`src/design/f64a_pkg.sv`:
```
// Shared types and constants for the binary64 round-down adder pipeline.
// No dependencies; imported by every stage module and the top level.
package f64a_pkg;

  localparam int unsigned EXP_W  = 11;
  localparam int unsigned FRAC_W = 52;
  localparam int unsigned SIG_W  = 63;
  localparam int unsigned EX_W   = 13;

  localparam logic [SIG_W-1:0] BIT62 = 63'h4000_0000_0000_0000;
  localparam logic [SIG_W-1:0] BIT61 = 63'h2000_0000_0000_0000;
  localparam logic [63:0]      NEG_ZERO = 64'h8000_0000_0000_0000;
  localparam logic [63:0]      RND_INC  = 64'h0000_0000_0000_03FF;
  localparam logic [EX_W-1:0]  EQ_BIAS  = 13'd10;

  // aligned operands, output of stage 1
  typedef struct packed {
    logic                   neg;
    logic                   is_sub;
    logic                   zero_add;
    logic signed [EX_W-1:0] ex;
    logic [SIG_W-1:0]       hi_op;
    logic [SIG_W-1:0]       lo_op;
  } aln_t;

  // unrounded magnitude, output of stages 2 and 3
  typedef struct packed {
    logic                   neg;
    logic signed [EX_W-1:0] ex;
    logic [SIG_W-1:0]       sig;
    logic                   spec_vld;
    logic [63:0]            spec;
  } mag_t;

endpackage

```
`src/design/f64a_align.sv`:
```
// Stage 1: operand unpack, exponent compare, swap and sticky alignment shift.
// Depends on f64a_pkg.
module f64a_align import f64a_pkg::*; (
  input  logic        clk,
  input  logic        rst_n,
  input  logic        en,
  input  logic        vld_i,
  input  logic [63:0] opa,
  input  logic [63:0] opb,
  output logic        vld_r,
  output aln_t        aln_r
);

  function automatic logic [SIG_W-1:0] sticky_shr(input logic [SIG_W-1:0] x,
                                                  input logic [EXP_W-1:0] sh);
    logic [5:0]       sh6;
    logic [SIG_W-1:0] mask;
    sh6  = sh[5:0];
    mask = (63'd1 << sh6) - 63'd1;
    if (sh >= EXP_W'(SIG_W)) begin
      sticky_shr = {62'd0, |x};
    end else begin
      sticky_shr = (x >> sh6) | SIG_W'(|(x & mask));
    end
  endfunction

  logic              sa, sb, swap, eq;
  logic [EXP_W-1:0]  ea, eb, el, es, d;
  logic [FRAC_W-1:0] fa, fb, fl, fs;
  logic [SIG_W-1:0]  pre;
  aln_t              aln_nxt;

  always_comb begin
    sa   = opa[63];
    sb   = opb[63];
    ea   = opa[62:52];
    eb   = opb[62:52];
    fa   = opa[51:0];
    fb   = opb[51:0];
    swap = eb > ea;
    el   = swap ? eb : ea;
    es   = swap ? ea : eb;
    fl   = swap ? fb : fa;
    fs   = swap ? fa : fb;
    d    = el - es;
    eq   = (d == '0);
    pre  = '0;
    aln_nxt.is_sub   = sa ^ sb;
    aln_nxt.neg      = sa ^ ((sa ^ sb) & swap);
    aln_nxt.zero_add = 1'b0;
    if (!(sa ^ sb)) begin
      if (eq) begin
        aln_nxt.zero_add = (ea == '0);
        aln_nxt.hi_op    = SIG_W'({fa, 9'd0}) | ((ea == '0) ? '0 : BIT62);
        aln_nxt.lo_op    = SIG_W'({fb, 9'd0});
        aln_nxt.ex       = EX_W'(ea);
      end else begin
        pre           = SIG_W'({fs, 9'd0}) + ((es != '0) ? BIT61 : '0);
        aln_nxt.hi_op = SIG_W'({fl, 9'd0}) + BIT61;
        aln_nxt.lo_op = sticky_shr(pre, d);
        aln_nxt.ex    = EX_W'(el);
      end
    end else begin
      if (eq) begin
        aln_nxt.hi_op = SIG_W'(fa);
        aln_nxt.lo_op = SIG_W'(fb);
        aln_nxt.ex    = ((ea != '0) ? EX_W'(ea) - EX_W'(1) : '0) + EQ_BIAS;
      end else begin
        pre           = (es != '0) ? (BIT62 + SIG_W'({fs, 10'd0})) : SIG_W'({fs, 11'd0});
        aln_nxt.hi_op = SIG_W'({fl, 10'd0}) | BIT62;
        aln_nxt.lo_op = sticky_shr(pre, d);
        aln_nxt.ex    = EX_W'(el) - EX_W'(1);
      end
    end
  end

  always_ff @(posedge clk) begin
    if (!rst_n) begin
      vld_r <= 1'b0;
    end else if (en) begin
      vld_r <= vld_i;
    end
  end

  always_ff @(posedge clk) begin
    if (en) begin
      aln_r <= aln_nxt;
    end
  end

endmodule

```
`src/design/f64a_addsub.sv`:
```
// Stage 2: significand add or subtract, sign fix-up and special results.
// Depends on f64a_pkg.
module f64a_addsub import f64a_pkg::*; (
  input  logic clk,
  input  logic rst_n,
  input  logic en,
  input  logic vld_i,
  input  aln_t aln,
  output logic vld_r,
  output mag_t mag_r
);

  logic [SIG_W-1:0] sum;
  logic [63:0]      dif, rdif;
  mag_t             mag_nxt;

  always_comb begin
    sum  = aln.hi_op + aln.lo_op;
    dif  = {1'b0, aln.hi_op} - {1'b0, aln.lo_op};
    rdif = {1'b0, aln.lo_op} - {1'b0, aln.hi_op};
    mag_nxt.neg      = aln.neg;
    mag_nxt.ex       = aln.ex;
    mag_nxt.sig      = sum;
    mag_nxt.spec_vld = 1'b0;
    mag_nxt.spec     = {aln.neg, 63'd0} + 64'(sum[62:9]);
    if (!aln.is_sub) begin
      mag_nxt.spec_vld = aln.zero_add;
    end else if (dif == '0) begin
      mag_nxt.spec_vld = 1'b1;
      mag_nxt.spec     = NEG_ZERO;
    end else if (dif[63]) begin
      mag_nxt.neg = !aln.neg;
      mag_nxt.sig = rdif[62:0];
    end else begin
      mag_nxt.sig = dif[62:0];
    end
  end

  always_ff @(posedge clk) begin
    if (!rst_n) begin
      vld_r <= 1'b0;
    end else if (en) begin
      vld_r <= vld_i;
    end
  end

  always_ff @(posedge clk) begin
    if (en) begin
      mag_r <= mag_nxt;
    end
  end

endmodule

```
`src/design/f64a_norm.sv`:
```
// Stage 3: leading-zero count and normalizing left shift.
// Depends on f64a_pkg.
module f64a_norm import f64a_pkg::*; (
  input  logic clk,
  input  logic rst_n,
  input  logic en,
  input  logic vld_i,
  input  mag_t mag,
  output logic vld_r,
  output mag_t mag_r
);

  logic [5:0] lz;
  mag_t       mag_nxt;

  always_comb begin
    lz = '0;
    for (int i = 0; i < SIG_W; i++) begin
      if (mag.sig[i]) begin
        lz = 6'(SIG_W - 1 - i);
      end
    end
    mag_nxt     = mag;
    mag_nxt.sig = mag.sig << lz;
    mag_nxt.ex  = mag.ex - EX_W'(lz);
  end

  always_ff @(posedge clk) begin
    if (!rst_n) begin
      vld_r <= 1'b0;
    end else if (en) begin
      vld_r <= vld_i;
    end
  end

  always_ff @(posedge clk) begin
    if (en) begin
      mag_r <= mag_nxt;
    end
  end

endmodule

```
`src/design/f64a_round.sv`:
```
// Stage 4: directed rounding toward minus infinity and final pack.
// Depends on f64a_pkg.
module f64a_round import f64a_pkg::*; (
  input  logic        clk,
  input  logic        rst_n,
  input  logic        en,
  input  logic        vld_i,
  input  mag_t        mag,
  output logic        vld_r,
  output logic [63:0] res_r
);

  logic [63:0] rnd, res_nxt;

  always_comb begin
    rnd     = {1'b0, mag.sig} + (mag.neg ? RND_INC : '0);
    res_nxt = {mag.neg, 63'd0} + {mag.ex[11:0], 52'd0} + 64'(rnd[63:10]);
    if (mag.spec_vld) begin
      res_nxt = mag.spec;
    end
  end

  always_ff @(posedge clk) begin
    if (!rst_n) begin
      vld_r <= 1'b0;
    end else if (en) begin
      vld_r <= vld_i;
    end
  end

  always_ff @(posedge clk) begin
    if (en) begin
      res_r <= res_nxt;
    end
  end

endmodule

```
`src/design/fp64_add_round_down.sv`:
```
// Binary64 adder, round toward minus infinity. Four register stages (align,
// add/subtract, normalize, round/pack). One request is taken every cycle while
// in_stall is low. Each stage holds only while its successor is full and
// stalled, so bubbles are squeezed out and a stalled output does not block a
// partly empty pipeline. NaN, infinity, subnormal and overflow get no special
// handling; exact cancellation gives -0.
// Depends on f64a_pkg and the four f64a stage modules.
module fp64_add_round_down import f64a_pkg::*; (
  input  logic        clk,
  input  logic        rst_n,
  input  logic        in_valid,
  output logic        in_stall,
  input  logic [63:0] in_operand_a,
  input  logic [63:0] in_operand_b,
  output logic        out_valid,
  input  logic        out_stall,
  output logic [63:0] out_sum_bits
);

  logic en1, en2, en3, en4;
  logic v1_r, v2_r, v3_r;
  aln_t aln_r;
  mag_t mag2_r, mag3_r;

  assign en4      = !out_valid || !out_stall;
  assign en3      = !v3_r || en4;
  assign en2      = !v2_r || en3;
  assign en1      = !v1_r || en2;
  assign in_stall = !en1;

  f64a_align u_align (
    .clk   (clk),
    .rst_n (rst_n),
    .en    (en1),
    .vld_i (in_valid),
    .opa   (in_operand_a),
    .opb   (in_operand_b),
    .vld_r (v1_r),
    .aln_r (aln_r)
  );

  f64a_addsub u_addsub (
    .clk   (clk),
    .rst_n (rst_n),
    .en    (en2),
    .vld_i (v1_r),
    .aln   (aln_r),
    .vld_r (v2_r),
    .mag_r (mag2_r)
  );

  f64a_norm u_norm (
    .clk   (clk),
    .rst_n (rst_n),
    .en    (en3),
    .vld_i (v2_r),
    .mag   (mag2_r),
    .vld_r (v3_r),
    .mag_r (mag3_r)
  );

  f64a_round u_round (
    .clk   (clk),
    .rst_n (rst_n),
    .en    (en4),
    .vld_i (v3_r),
    .mag   (mag3_r),
    .vld_r (out_valid),
    .res_r (out_sum_bits)
  );

`ifndef NO_ASSERTIONS
  a_full_only: assert property (@(posedge clk) disable iff (!rst_n)
    in_stall |-> (v1_r && v2_r && v3_r && out_valid && out_stall))
    else $error("input stalled with a free pipeline slot");

  a_hold_s1: assert property (@(posedge clk) disable iff (!rst_n)
    (v1_r && !en2) |=> (v1_r && $stable(aln_r)))
    else $error("stage 1 request lost while held");

  a_norm_msb: assert property (@(posedge clk) disable iff (!rst_n)
    (v3_r && !mag3_r.spec_vld) |-> mag3_r.sig[62])
    else $error("significand not normalized");
`endif

endmodule

```
`config.mk`:
```
export PLATFORM = sky130hd
export DESIGN_NAME = fp64_add_round_down
export DESIGN_NICKNAME = d
export VERILOG_FILES = /design/src/design/f64a_pkg.sv /design/src/design/f64a_align.sv /design/src/design/f64a_addsub.sv /design/src/design/f64a_norm.sv /design/src/design/f64a_round.sv /design/src/design/fp64_add_round_down.sv
export SDC_FILE = /design/constraint.sdc
export NUM_CORES = 2
export LEC_CHECK = 0
export ABC_CLOCK_PERIOD_IN_PS = 24700
export BUFFER_PORTS_ARGS = -buffer_cell sky130_fd_sc_hd__buf_4
export CAP_MARGIN = 40
export CORE_ASPECT_RATIO = 0.9
export CORE_MARGIN = 5
export CORE_UTILIZATION = 30
export CTS_CLUSTER_SIZE = 40
export DETAILED_ROUTE_END_ITERATION = 8
export PLACE_DENSITY = 0.46
export RECOVER_POWER = 100
export SLEW_MARGIN = 20
export SYNTH_ARGS = -nofsm -noshare
export SYNTH_HDL_FRONTEND = slang
export SYNTH_SLANG_ARGS = --single-unit
```
`constraint.sdc`:
```
create_clock -name clk -period 24.7 [get_ports clk]
set_input_delay 7.41 -clock clk [delete_from_list [all_inputs] [get_ports clk]]
set_output_delay 7.41 -clock clk [all_outputs]
set_load 0.02 [all_outputs]
```
---- Word-level counts from Yosys, hierarchy flattened ----
Cells that the tools add are included.
word-level totals
  register bits after elaboration ......... 491
  bits in latches ......................... 0
  memory bits (read-only) ................. 0
  input port bits ......................... 132
  output and inout bits ................... 66
  memories ................................ 0
  bits in writable memories ............... 0
cells by class
  divide/modulo/power cells ............... 0
  magnitude comparators ................... 2
  $add $sub $neg .......................... 16
  reduce and logical (&&, ||, !) cells .... 21
  $mul .................................... 0
  eq/ne operators ......................... 0
  muxes and demuxes ....................... 87
  bitwise gates (word level) .............. 9
  shifts and indexed selects .............. 4
operator list
  cell                    number
  $mux 63                 7
  $mux 6                  63
  $mux 138                2
  $reduce_or 63->1        4
  $mux 137                1
  $add 64x54->64          2
  $mux 64                 2
  $and 63x63->63          2
  $or 63x1->63            2
  $shr 63x6->63           2
  $mux 52                 2
  $mux 65                 1
  $add 63x64->64          1
  $add 64x64->64          1
  $logic_not 64->1        1
  $sub 63x63->64          1
  $add 61x62->63 const B  1
  $add 61x63->63          1
  $add 63x62->63 const A  1
  $add 63x63->63          1
  $or 61x63->63           1
  $shl 1x6->63 const A    1
  $shl 63x6->63           1
  $sub 63x1->63 const B   1
  other kinds (20)        37

---- Longest topological paths before layout ----
  depth after elaboration ................. 64
  mapped depth ............................ 31
  depth with buffers taken out ............ 22

---- Hierarchy ----
A second synthesis with hierarchy kept.
unflattened totals
  cells, all modules ...................... 6049
  area, all modules ....................... 52567.9 um^2
by module, submodules not included
  module               area an instance (um^2)  instances  cells each
  f64a_align           20363.3                  1          2348
  f64a_addsub          17944.7                  1          2335
  f64a_norm            9731.8                   1          881
  f64a_round           4494.3                   1          479
  fp64_add_round_down  33.8                     1          6

---- Worst setup path before layout ----
Ideal clock, no wire load.
  kind .................................... input port to output port
  start point ............................. in out_stall
  end point ............................... out in_stall
  setup slack ............................. 5.179 ns
  cell stages on the path ................. 3
  buffers on the path ..................... 0
  data arrival time ....................... 12.111 ns
  path through ............................ and3_1 > nand3_1 > inv_1
between the ends
  cells in the longest elaborated chain, start to end .. 6
RTL lines
  item                RTL line                   text
  start: declaration  fp64_add_round_down.sv:16  input logic out_stall,
  $logic_not 1->1     fp64_add_round_down.sv:25  assign en4 = !out_valid || !out_stall;
  $logic_or 1x1->1    fp64_add_round_down.sv:25
  $logic_or 1x1->1    fp64_add_round_down.sv:26  assign en3 = !v3_r || en4;
  $logic_or 1x1->1    fp64_add_round_down.sv:27  assign en2 = !v2_r || en3;
  $logic_or 1x1->1    fp64_add_round_down.sv:28  assign en1 = !v1_r || en2;
  $logic_not 1->1     fp64_add_round_down.sv:29  assign in_stall = !en1;
  end: declaration    fp64_add_round_down.sv:12  output logic in_stall,
No other way between the ends.

==> results.yml <==
outcome:
  status: "finished, violations left"
  violations: "max-capacitance violations, max-slew violations"
finish:
  final_nets: 6124
  layout-drive-gt1-share_pct: 9.312
  syn_to_final_growth_pct: 11.13
  regArea_um2: 14160
  multi_input_area_um2: 31790
  nFillCells: 16930
logic_synthesis:
  synth_area_leaders: "edfxtp_1 29%, mux2i_1 11%, ha_1 5.7%"
  netlist_area_um2: 48340
  synthDistinctLibCells: 98
  synth-edff-count: 469
  yosysWarningCount: 0
  yosysSeqAreaShare_pct: 29.30
  synthArstFlopShare_pct: 0
  synth_flop_cell: "edfxtp_1"
  yosysTopAreaCell: "edfxtp_1"
  synth.ff_latch_count: 473
  syn_inst: 5757
  avgSynthCellArea_um2: 8.397
  syn_nets: 6115
  synth_top_area_share_pct: 29.13
floorplan:
  start_util_pct: 30.25
  io_pins: 198
  rows: 139
  chipWidth_um: 433.1
  die_h_um: 390.8
  dieArea_um2: 169300
  core_area_um2: 159800
min_path:
  min_from: "u_addsub.mag_r[52]"
  min_path_type: "reg2reg"
flow_run:
  maxCapViolCount: 21
clock_tree:
  h-tree-depth: 2
  ctsHoldBuffers: 0
  clock_sinks: 473
  clock_path_buffers: 3
  clk_latency_ps: 670
  post_cts_buffers: 0
  cts_resized: 0
  cts-root-buf: "clkbuf_16"
  numCtsBuffers: 54
  cts_tree: "built"
  path_clk_slew_ps: 60
pwr:
  p_leak_nw: 21.06
  fin_total_pwr_mw: 5.113
  vdd_ir_drop_max_mv: 0.05665
  p_per_area_nw_per_um2: 95.17
timing:
  slew_headroom_pct: -150.5
  setup_viol_count_final: 0
  worst_pin_slew_ps: 3757
  period_share_pct: 81.10
  min_period_ps: 20030
  hold_violations: 0
  slew_viol_final: 972
  fmax_mhz: 49.92
  fin_worst_skew_ps: 40.10
  rsz0062_at_grt: "false"
  setup_tns_ps: 0
worst_setup_path:
  cp_common_cell: "clkbuf_1"
  startpoint: "in_operand_a[54]"
  crit_buf_inv: 5
  critical_path_peak_fanout: 66
  worstPathArrival_ps: 20370
  path_cells: "clkbuf_1 > inv_1 > ha_1 > and2_0 > nand4_1 > o21ai_0 > clkbuf_1 > mux2i_1 > nand4bb_1 > a311o_1 > a2111oi_0 > nand2_1 > nor3_1 > clkbuf_1 > nor2_4 > buf_4 > o21ai_0 > o22ai_1"
  r2r-start: "u_align.aln_r[5]"
  worstSetupStartpointType: "input pin"
  crit_family: "buffers and inverters"
  endpoint_kind: "flip-flop"
  path_class: "in2reg"
  cp_slowest_stage_delay_ps: 2680
  crit_required_ps: 25040
  cp_slowest_cell: "clkbuf_1"
global_routing:
  grt_pass1_vias: 44750
  grt_max_degree: 99
  overflow: 0
  grtUsageTotal_pct: 25.68
  antenna_found_initial: 12
  grt_pass1_wl_um: 323600
route:
  viasPerCell: 5.910
  wire_per_inst_um: 28.56
  drtAntennaViolNets: 0
  drtIter0Drc: 5155
  via_count: 46880
  drc_errors: 0
  postRouteWirelength_um: 226600
  dr.pass1.iters: 6
placement:
  dp_hpwl_um: 179800
  gp_congestion: 0.9824
  io_buffers: 197
==> final cells by class <==
cell class,instances,area share [%]
Sequential cell,473,26.36
Antenna cell,8,0.03726
Tap cell,2115,4.926
Clock buffer,57,2.536
Timing Repair Buffer,354,4.281
Inverter,250,1.758
Multi-Input combinational cell,4633,59.17
Clock inverter,43,0.9269
==> logic make-up after synthesis <==
| kind of cell | synth area share, % |
|---|---|
| muxes | 15.66 |
| buffers and inverters | 5.296 |
| other | 0.007757 |
| AOI/OAI and AO/OA | 22.52 |
| xor gates and xnor gates | 4.276 |
| DFF | 29.30 |
| adders and majority gates | 5.927 |
| and+or+nand+nor | 17.02 |
==> stage by stage <==
stage          cell area, µm²  cells  util (%)  hold WS, ps  worst slack [ps]
2_1_floorplan           48340   5757         -        400.3              5179
3_3_place_gp            52100   7798     32.59        402.2              8663
3_5_place_dp            52260   7818     32.70        404.5              8638
4_1_cts                 54120   7918     33.86        418.0              8635
5_1_grt                 53720   7933     33.61        424.3              4349
6_report                53720   7933     33.61        418.2              4667
==> per-layer routing <==
layer	share of wire, %	global-route usage (%)	vias to the layer above
li1	-	-	21460
met1	44	35.42	22860
met2	44	40.14	2088
met3	6.6	3.213	472
met4	5.6	11.81	4
met5	0.015	0	-
==> Yosys cell counts (79+ instances only) <==
master / instances
nand2_1: 645
xnor2_1: 174
o211ai_1: 102
inv_1: 238
o21ai_0: 369
a21o_1: 79
mux2i_1: 536
nor3_1: 107
nor2_1: 547
edfxtp_1: 469
a21oi_1: 434
a211oi_1: 88
ha_1: 221
nand3_1: 162
clkbuf_1: 256
==> power by group <==
| part | leakage (nW) | internal, mW | switching, mW |
|---|---|---|---|
| Clock | 0.899 | 0.490 | 0.354 |
| Sequential | 5.14 | 1.24 | 0.210 |
| Combinational | 15.0 | 0.929 | 1.89 |
==> final timing paths <==
kind	to	slack [ps]	cells after the start
hold / removal	u_norm.mag_r[52]	420	0
hold reg to reg	u_norm.mag_r[52]	420	0
setup / recovery	u_align.aln_r[135]	4670	18
setup reg to reg	u_addsub.mag_r[81]	11890	18
==> state kept, by name (all words and copies together), names as in the netlist <==
name	cells
u_align.vld_r	1
u_norm.vld_r	1
u_addsub.vld_r	1
u_round.res_r	64
u_addsub.mag_r	132
u_round.vld_r	1
u_norm.mag_r	132
u_align.aln_r	141
==> layout by cell type (no fill, tap or decap), drive strengths merged, types with 79 or more instances in the layout <==
| cell | n |
|---|---|
| o211ai | 102 |
| a21o | 79 |
| xnor2 | 174 |
| mux2i | 536 |
| buf | 250 |
| o21ai | 386 |
| edfxtp | 469 |
| nand2 | 645 |
| clkbuf | 160 |
| a21oi | 436 |
| nor2 | 548 |
| nor3 | 108 |
| a211oi | 90 |
| inv | 247 |
| nand3 | 162 |
| ha | 221 |
Power figures use the tool's default switching activity.
